<file path="config.mk">
export PLATFORM = sky130hd
export DESIGN_NAME = periodic_job_dispatcher
export DESIGN_NICKNAME = d
export VERILOG_FILES = /design/src/rtl/core/pjd_pkg.sv /design/src/rtl/core/pjd_ram.sv /design/src/rtl/core/pjd_eval.sv /design/src/rtl/core/periodic_job_dispatcher.sv
export SDC_FILE = /design/constraint.sdc
export NUM_CORES = 2
export LEC_CHECK = 0
export BUFFER_PORTS_ARGS = -buffer_cell sky130_fd_sc_hd__buf_4
export CORE_MARGIN = 3
export CORE_UTILIZATION = 35
export CTS_CLUSTER_DIAMETER = 50
export CTS_CLUSTER_SIZE = 20
export DETAILED_ROUTE_END_ITERATION = 10
export PLACE_DENSITY = 0.46
export SLEW_MARGIN = 20
export SYNTH_ARGS = -nofsm -noshare
export SYNTH_HDL_FRONTEND = slang
export SYNTH_HIERARCHICAL = 1
export SYNTH_SLANG_ARGS = --single-unit
</file>
<file path="constraint.sdc">
create_clock -name clk -period 9.2 [get_ports clk]
set_input_delay 0.46 -clock clk [delete_from_list [all_inputs] [get_ports clk]]
set_output_delay 0.46 -clock clk [all_outputs]
set_load 0.01 [all_outputs]
</file>
<file path="src/rtl/core/pjd_pkg.sv">
// shared types and constants for the periodic job dispatcher
`default_nettype none
package pjd_pkg;

  localparam int MAX_JOBS        = 16;
  localparam int PRIORITY_LEVELS = 4;
  localparam int SLOT_W          = $clog2(MAX_JOBS);
  localparam int LVL_W           = $clog2(PRIORITY_LEVELS);
  localparam int POS_W           = SLOT_W + LVL_W;
  localparam logic [31:0] ALL_ONES = 32'hffff_ffff;

  typedef enum logic [2:0] {
    ACT_REGISTER   = 3'd0,
    ACT_DEREGISTER = 3'd1,
    ACT_REQUEUE    = 3'd2,
    ACT_SET_IVL    = 3'd3,
    ACT_DISPATCH   = 3'd4,
    ACT_COMPLETE   = 3'd5
  } action_t;

  typedef enum logic [2:0] {
    ST_IDLE,
    ST_DECODE,
    ST_MOD,
    ST_SCAN_RD,
    ST_SCAN_EV,
    ST_RESP
  } state_t;

  typedef struct packed {
    logic [2:0]  action;
    logic [3:0]  job_slot;
    logic [1:0]  new_priority;
    logic [31:0] new_interval;
    logic [31:0] now_ms;
    logic        remove_job;
    logic        change_priority;
    logic        change_interval;
  } in_t;

  typedef struct packed {
    logic        ok;
    logic [3:0]  result_slot;
    logic        job_due;
    logic [31:0] overshoot_ms;
    logic [31:0] next_due_ms;
  } out_t;

  typedef struct packed {
    logic [1:0]  priority_lvl;
    logic [31:0] interval;
    logic [31:0] last_run;
  } entry_t;

  localparam int ENTRY_W = $bits(entry_t);

  typedef struct packed {
    logic        due;
    logic [31:0] overshoot;
    logic [31:0] wait_ms;
  } eval_t;

endpackage
`default_nettype wire

</file>
<file path="src/rtl/core/pjd_ram.sv">
// generic single-port-write, single-port-read ram with registered read data
`default_nettype none
module pjd_ram #(
  parameter int DW = 8,
  parameter int AW = 4
) (
  input  wire logic          clk,
  input  wire logic          we,
  input  wire logic [AW-1:0] waddr,
  input  wire logic [DW-1:0] wdata,
  input  wire logic          re,
  input  wire logic [AW-1:0] raddr,
  output logic      [DW-1:0] rdata
);

  logic [DW-1:0] mem [(1<<AW)];

  always_ff @(posedge clk) begin
    if (we) begin
      mem[waddr] <= wdata;
    end
  end

  always_ff @(posedge clk) begin
    if (re) begin
      rdata <= mem[raddr];
    end
  end

endmodule
`default_nettype wire

</file>
<file path="src/rtl/core/pjd_eval.sv">
// due test, overshoot and time-to-due for one table entry
`default_nettype none
module pjd_eval
  import pjd_pkg::*;
(
  input  wire logic [31:0] last_run,
  input  wire logic [31:0] interval,
  input  wire logic [31:0] now_ms,
  output eval_t            ev
);

  logic [31:0] elapsed;

  assign elapsed      = now_ms - last_run;
  assign ev.due       = elapsed >= interval;
  assign ev.overshoot = elapsed - interval;
  assign ev.wait_ms   = last_run + interval - now_ms;

endmodule
`default_nettype wire

</file>
<file path="src/rtl/core/periodic_job_dispatcher.sv">
// top level: job table control, dispatch scan and result register
`default_nettype none
// One transaction in, one result out. Requeue, set interval and complete
// (unless it removes the job) do one read-modify-write of the job memory.
// Dispatch walks the table one position per cycle when the slot is empty;
// an occupied slot takes a memory read, then an evaluate. A dispatch covers
// up to two passes of 64 positions. A new transaction is taken as soon as
// the result is in the output register, even if it has not been taken yet.
module periodic_job_dispatcher
  import pjd_pkg::*;
(
  input  wire logic clk,
  input  wire logic rst_n,
  input  wire logic in_valid,
  output logic      in_ready,
  input  wire in_t  in_data,
  output logic      out_valid,
  input  wire logic out_ready,
  output out_t      out_data
);

  state_t state_r, state_nxt;
  in_t    req_r, req_nxt;
  out_t   res_r, res_nxt, out_r, out_nxt;
  logic   out_valid_r, out_valid_nxt;
  logic [MAX_JOBS-1:0] valid_r, valid_nxt;
  logic [POS_W-1:0]    pos_r, pos_nxt;
  logic   second_r, second_nxt;
  logic   pass_ran_r, pass_ran_nxt;
  logic [31:0] least_r, least_nxt;
  logic [SLOT_W-1:0] pending_r, pending_nxt;
  logic   awaiting_r, awaiting_nxt;

  logic              ram_we, ram_re;
  logic [SLOT_W-1:0] ram_waddr, ram_raddr;
  entry_t            ram_wdata, rd;
  logic [ENTRY_W-1:0] ram_rdata;

  logic              free_found;
  logic [SLOT_W-1:0] free_idx;
  logic [SLOT_W-1:0] k;
  logic [LVL_W-1:0]  lvl;
  logic              lvl_match, pos_last, rerun, out_load;
  logic [31:0]       least_upd, ev_ivl;
  eval_t             ev;

  assign rd        = entry_t'(ram_rdata);
  assign k         = pos_r[SLOT_W-1:0];
  assign lvl       = pos_r[POS_W-1:SLOT_W];
  assign lvl_match = rd.priority_lvl == lvl;
  assign pos_last  = &pos_r;
  assign rerun     = pass_ran_r && !second_r;
  assign out_load  = !out_valid_r || out_ready;
  assign ev_ivl    = (req_r.action == ACT_SET_IVL) ? req_r.new_interval : rd.interval;

  pjd_ram #(.DW(ENTRY_W), .AW(SLOT_W)) u_ram (
    .clk   (clk),
    .we    (ram_we),
    .waddr (ram_waddr),
    .wdata (ram_wdata),
    .re    (ram_re),
    .raddr (ram_raddr),
    .rdata (ram_rdata)
  );

  pjd_eval u_eval (
    .last_run (rd.last_run),
    .interval (ev_ivl),
    .now_ms   (req_r.now_ms),
    .ev       (ev)
  );

  // lowest free slot
  always_comb begin
    free_found = 1'b0;
    free_idx   = '0;
    for (int i = MAX_JOBS - 1; i >= 0; i--) begin
      if (!valid_r[i]) begin
        free_found = 1'b1;
        free_idx   = SLOT_W'(i);
      end
    end
  end

  always_comb begin
    least_upd = least_r;
    if (state_r == ST_SCAN_EV && lvl_match && ev.wait_ms < least_r) begin
      least_upd = ev.wait_ms;
    end
  end

  // next state
  always_comb begin
    state_nxt = state_r;
    unique case (state_r)
      ST_IDLE: begin
        if (in_valid) state_nxt = ST_DECODE;
      end
      ST_DECODE: begin
        state_nxt = ST_RESP;
        case (req_r.action)
          ACT_REQUEUE, ACT_SET_IVL: begin
            if (valid_r[req_r.job_slot]) state_nxt = ST_MOD;
          end
          ACT_DISPATCH: begin
            if (!awaiting_r) state_nxt = ST_SCAN_RD;
          end
          ACT_COMPLETE: begin
            if (awaiting_r && valid_r[pending_r] && !req_r.remove_job) state_nxt = ST_MOD;
          end
          default: state_nxt = ST_RESP;
        endcase
      end
      ST_MOD: state_nxt = ST_RESP;
      ST_SCAN_RD: begin
        if (valid_r[k]) begin
          state_nxt = ST_SCAN_EV;
        end else if (pos_last && !rerun) begin
          state_nxt = ST_RESP;
        end
      end
      ST_SCAN_EV: begin
        if ((lvl_match && ev.due) || (pos_last && !rerun)) begin
          state_nxt = ST_RESP;
        end else begin
          state_nxt = ST_SCAN_RD;
        end
      end
      ST_RESP: begin
        if (out_load) state_nxt = ST_IDLE;
      end
      default: state_nxt = ST_IDLE;
    endcase
  end

  // datapath and memory control
  always_comb begin
    req_nxt      = req_r;
    res_nxt      = res_r;
    valid_nxt    = valid_r;
    pos_nxt      = pos_r;
    second_nxt   = second_r;
    pass_ran_nxt = pass_ran_r;
    least_nxt    = least_r;
    pending_nxt  = pending_r;
    awaiting_nxt = awaiting_r;
    out_nxt      = out_r;
    out_valid_nxt = out_valid_r && !out_ready;
    ram_we    = 1'b0;
    ram_waddr = '0;
    ram_wdata = rd;
    ram_re    = 1'b0;
    ram_raddr = '0;

    unique case (state_r)
      ST_IDLE: begin
        if (in_valid) req_nxt = in_data;
      end
      ST_DECODE: begin
        res_nxt = '0;
        case (req_r.action)
          ACT_REGISTER: begin
            if (free_found) begin
              valid_nxt[free_idx]    = 1'b1;
              ram_we                 = 1'b1;
              ram_waddr              = free_idx;
              ram_wdata.priority_lvl = req_r.new_priority;
              ram_wdata.interval     = req_r.new_interval;
              ram_wdata.last_run     = req_r.now_ms;
              res_nxt.ok             = 1'b1;
              res_nxt.result_slot    = free_idx;
            end
          end
          ACT_DEREGISTER: begin
            if (valid_r[req_r.job_slot]) begin
              valid_nxt[req_r.job_slot] = 1'b0;
              res_nxt.ok = 1'b1;
            end
          end
          ACT_REQUEUE, ACT_SET_IVL: begin
            if (valid_r[req_r.job_slot]) begin
              ram_re     = 1'b1;
              ram_raddr  = req_r.job_slot;
              res_nxt.ok = 1'b1;
            end
          end
          ACT_DISPATCH: begin
            second_nxt = 1'b0;
          end
          ACT_COMPLETE: begin
            if (awaiting_r) begin
              awaiting_nxt = 1'b0;
              res_nxt.ok   = 1'b1;
              if (valid_r[pending_r]) begin
                if (req_r.remove_job) begin
                  valid_nxt[pending_r] = 1'b0;
                end else begin
                  ram_re    = 1'b1;
                  ram_raddr = pending_r;
                end
              end
            end
          end
          default: res_nxt = '0;
        endcase
      end
      ST_MOD: begin
        ram_we = 1'b1;
        case (req_r.action)
          ACT_REQUEUE: begin
            ram_waddr          = req_r.job_slot;
            ram_wdata.last_run = req_r.now_ms;
          end
          ACT_SET_IVL: begin
            ram_waddr          = req_r.job_slot;
            ram_wdata.interval = req_r.new_interval;
            if (ev.wait_ms < least_r) least_nxt = ev.wait_ms;
          end
          default: begin
            ram_waddr          = pending_r;
            ram_wdata.last_run = rd.last_run + rd.interval;
            if (req_r.change_priority) ram_wdata.priority_lvl = req_r.new_priority;
            if (req_r.change_interval) ram_wdata.interval = req_r.new_interval;
          end
        endcase
      end
      ST_SCAN_RD, ST_SCAN_EV: begin
        if (state_r == ST_SCAN_RD && valid_r[k]) begin
          ram_re    = 1'b1;
          ram_raddr = k;
        end else if (state_r == ST_SCAN_EV && lvl_match && ev.due) begin
          pending_nxt         = k;
          awaiting_nxt        = 1'b1;
          res_nxt.ok          = 1'b1;
          res_nxt.result_slot = k;
          res_nxt.job_due     = 1'b1;
          res_nxt.overshoot_ms = ev.overshoot;
          if (pos_last) begin
            pass_ran_nxt = 1'b0;
            least_nxt    = ALL_ONES;
            pos_nxt      = '0;
          end else begin
            pass_ran_nxt = 1'b1;
            pos_nxt      = pos_r + 1'b1;
          end
        end else if (!pos_last) begin
          least_nxt = least_upd;
          pos_nxt   = pos_r + 1'b1;
        end else if (rerun) begin
          // a job ran this pass: start a fresh pass from the top
          second_nxt   = 1'b1;
          pass_ran_nxt = 1'b0;
          least_nxt    = ALL_ONES;
          pos_nxt      = '0;
        end else begin
          res_nxt.ok          = 1'b1;
          res_nxt.next_due_ms = least_upd;
          pass_ran_nxt        = 1'b0;
          least_nxt           = ALL_ONES;
          pos_nxt             = '0;
        end
      end
      ST_RESP: begin
        if (out_load) begin
          out_nxt       = res_r;
          out_valid_nxt = 1'b1;
        end
      end
      default: res_nxt = res_r;
    endcase
  end

  always_ff @(posedge clk) begin
    if (!rst_n) begin
      state_r     <= ST_IDLE;
      out_valid_r <= 1'b0;
      valid_r     <= '0;
      pos_r       <= '0;
      second_r    <= 1'b0;
      pass_ran_r  <= 1'b0;
      least_r     <= ALL_ONES;
      pending_r   <= '0;
      awaiting_r  <= 1'b0;
    end else begin
      state_r     <= state_nxt;
      out_valid_r <= out_valid_nxt;
      valid_r     <= valid_nxt;
      pos_r       <= pos_nxt;
      second_r    <= second_nxt;
      pass_ran_r  <= pass_ran_nxt;
      least_r     <= least_nxt;
      pending_r   <= pending_nxt;
      awaiting_r  <= awaiting_nxt;
    end
  end

  always_ff @(posedge clk) begin
    req_r <= req_nxt;
    res_r <= res_nxt;
    out_r <= out_nxt;
  end

  assign in_ready  = state_r == ST_IDLE;
  assign out_valid = out_valid_r;
  assign out_data  = out_r;

`ifndef SYNTHESIS
  a_due_implies_ok: assert property (@(posedge clk) disable iff (!rst_n)
    out_valid && out_data.job_due |-> out_data.ok)
    else $error("dispatched transaction without ok");

  a_await_from_dispatch: assert property (@(posedge clk) disable iff (!rst_n)
    $rose(awaiting_r) |-> res_r.job_due && state_r == ST_RESP)
    else $error("completion pending without a dispatched job");

  a_no_scan_while_waiting: assert property (@(posedge clk) disable iff (!rst_n)
    (state_r == ST_SCAN_RD || state_r == ST_SCAN_EV) |-> !awaiting_r)
    else $error("scan running while a completion is pending");
`endif

endmodule
`default_nettype wire

</file>
==> results.md <==
- Outcome: finished clean
- Vias in the first global route: 37207
- Synthesized area: 62940 µm²
- # port buffers: 151
- Distinct cells, synth: 100
- Hpwl dp: 121100 µm
- Vias per cell: 5.485
- Largest fanout on the critical path: 34
- First-pass GRT wire length: 275800 µm
- Register bit total from synthesis: 1403
- Synth Flop Type: edfxtp_1
- Remaining routing DRC violations: 0
- Antenna Cells: 0
- Clock-pin slew on the worst setup and hold paths: 0.07 ns
- Detailed-route wire length per cell: 28.39 µm
- Initial antenna violation count: 4
- Peak Freq: 126.7 MHz
- Largest stage delay on the critical path: 0.74 ns
- Clk root buf: clkbuf_16
- Utilization after layout: 40.82%
- Layout area overhead: 15.85%
- Die width: 430.1 µm
- DP Worst Slack: 1.380 ns
- Mean Syn Cell Area: 15.57 µm²
- 1st-pass router iterations: 5
- GP Congestion: 0.9041
- Area of the multi-input gates: 20060 µm²
- CP Capture Type: flip-flop
- Static leakage: 24.70 nW
- Maximum vdd drop: 0.1716 mV
- Slew HR: 25.60%
- Initial core utilization: 35.24%
- Min-delay worst type: input pin to flip-flop
- Net count, final: 4579
- R2r startpoint: req_r[75]
- CP bufs+invs: 5
- Synth area leaders: edfxtp_1 64%, mux4_2 9.9%, ha_1 3.2%
- Critical Path RT: 9.94 ns
- Hold Slack: 0.1265 ns
- Crit path max-delay family: compound AO/OA/AOI/OAI gates
- Final non-filler cell total: 6780
- Slew of the pin with the lowest slew margin: 1.116 ns
- Area leader, netlist: edfxtp_1
- Worst Path Arrival: 8.63 ns
- Post-synth top area share: 63.84%
- Synth Warn #: 6
- Crit path launch: req_r[75]
- # rows: 155
- Fill count: 16156
- Mapped Nets: 4316
- Gr usage total: 20.68%
- Clock Path Buffers: 3
- Worst skew pair latency: 0.81 ns
- CTS tree: done
- CTS Buf Count: 143
- Max-slew violation count: 0
- RSZ-0062 raised after global routing: false
- Sequential area share after synthesis: 65.91%
- Final wirelength: 192500 µm
- Die Footprint: 184900 µm²
- Largest net degree at the start of global routing: 91
- FF/Latch Area: 41480 µm²
- Number of synthesized flops with an enable pin: 1338
- Via count: 37190
- Synthesized instance count: 4043
- WS Path Type: flip-flop to flip-flop
- Die height: 430.1 µm
- Final setup viols: 0
- # clock sinks: 1403
- Final period util: 85.78%
- Startpoint types: flip-flop
- Ports: 152
- First DRT Iteration DRCs: 3566
- Final min period: 7.892 ns
- Share of layout cells above drive strength 1: 19.50%
- Final worst setup slack: 1.308 ns
- Slowest stage cell, crit path: a2bb2oi_4
- Core area: 178600 µm²
- Worst Min Path Start: rst_n
- Setup TNS: 0 ns
- Grt ovf: 0
- Antenna Nets Post-Route: 0
- Max Cap Violations: 0
- Commonest cells after routing, fill and taps aside: 1338 x edfxtp_1, 370 x nand2_1, 278 x mux4_2, 228 x buf_4, 191 x inv_1
- H-tree Lvls: 4
- Hold Vio Cnt, Final: 0
- Inst Count DP: 6439
- Most common cell after layout, fill and taps aside: edfxtp_1
- Pwr/cell area: 215.8 nW/µm²
- Worst-case clock skew: 0.04064 ns
- FFs w/ async S/R, synth: 0%
[cells by family (layout without fill, tap and decap cells)]
family / after synthesis / count (layout) / share of synthesized area [%]
flip-flops: 1403 / 1403 / 65.91
AO/OA/AOI/OAI: 882 / 882 / 9.642
AND/OR/NAND/NOR: 755 / 755 / 5.533
buffers and inverters: 386 / 768 / 2.610
multiplexers: 304 / 304 / 10.40
adder cells (fa/ha/maj): 193 / 193 / 4.242
XOR/XNOR: 120 / 120 / 1.670
[path summary, 6_finish.rpt]
check	to	slack, ns	cells after the start
min reg2reg	out_data[37]	0.40	0
max reg2reg	least_r[0]	1.31	27
min	pos_r[5]	0.13	2
max	least_r[0]	1.31	27
[synth_stat cells, drive strengths merged, types with 12 or more instances]
| cell type | number |
|---|---|
| a22oi | 171 |
| o21a | 21 |
| a22o | 24 |
| xnor2 | 67 |
| fa | 34 |
| nand2 | 370 |
| nand3 | 52 |
| ha | 159 |
| nor2b | 27 |
| buf | 68 |
| a211oi | 17 |
| clkbuf | 126 |
| mux4 | 278 |
| a21oi | 198 |
| a221oi | 12 |
| mux2i | 12 |
| xor2 | 53 |
| o21ai | 177 |
| nand2b | 23 |
| and2 | 49 |
| dfxtp | 65 |
| nor3 | 27 |
| o22ai | 16 |
| edfxtp | 1338 |
| and3 | 22 |
| inv | 191 |
| a21o | 63 |
| a31oi | 29 |
| a221o | 12 |
| mux2 | 14 |
| o211ai | 18 |
| o22a | 34 |
| nor2 | 115 |
| nand4 | 27 |
[where the power goes]
part / internal [mW] / switching (mW)
clock: 3.32 / 2.86
sequential: 7.28 / 0.187
combinational: 0.741 / 1.34
total: 11.3 / 4.39
[sequential cells by signal, indices dropped and copies added (netlist names), 3 cells and up]
register	count
least_r	32
out_data	70
pending_r	4
pos_r	6
req_r	76
res_r	70
state_r	3
u_ram/mem	1056
u_ram/rdata	66
valid_r	16
[repair_timing]
item,CTS,global route
hold endpoints to repair,77,0
setup buffers,0,0
resized for setup,0,0
hold buffers,77,0
[per-stage QoR]
step	total power [mW]	area [µm²]
floorplan	8.889	62940
global placement	9.652	67060
detailed placement	9.650	67080
CTS	15.91	72910
global route	16.39	72910
finish	15.73	72910
[area by class of cell]
cell class	count	area share [%]
Clock buffer	149	5.026
Clock inverter	115	1.922
Inverter	191	0.9833
Multi-Input combinational cell	2254	27.51
Sequential cell	1403	56.89
Tap cell	2355	4.041
Timing Repair Buffer	313	3.624
[routing by layer]
layer | GRT usage (%) | part of all wire, % | vias to the layer above
met4 | 5.633 | 2.4 | 0
met3 | 3.128 | 5.0 | 205
met5 | 0 | 0 | -
met2 | 33.97 | 48 | 1055
li1 | - | - | 16479
met1 | 28.66 | 44 | 19451
No activity file was read; power rests on OpenSTA's default activity.
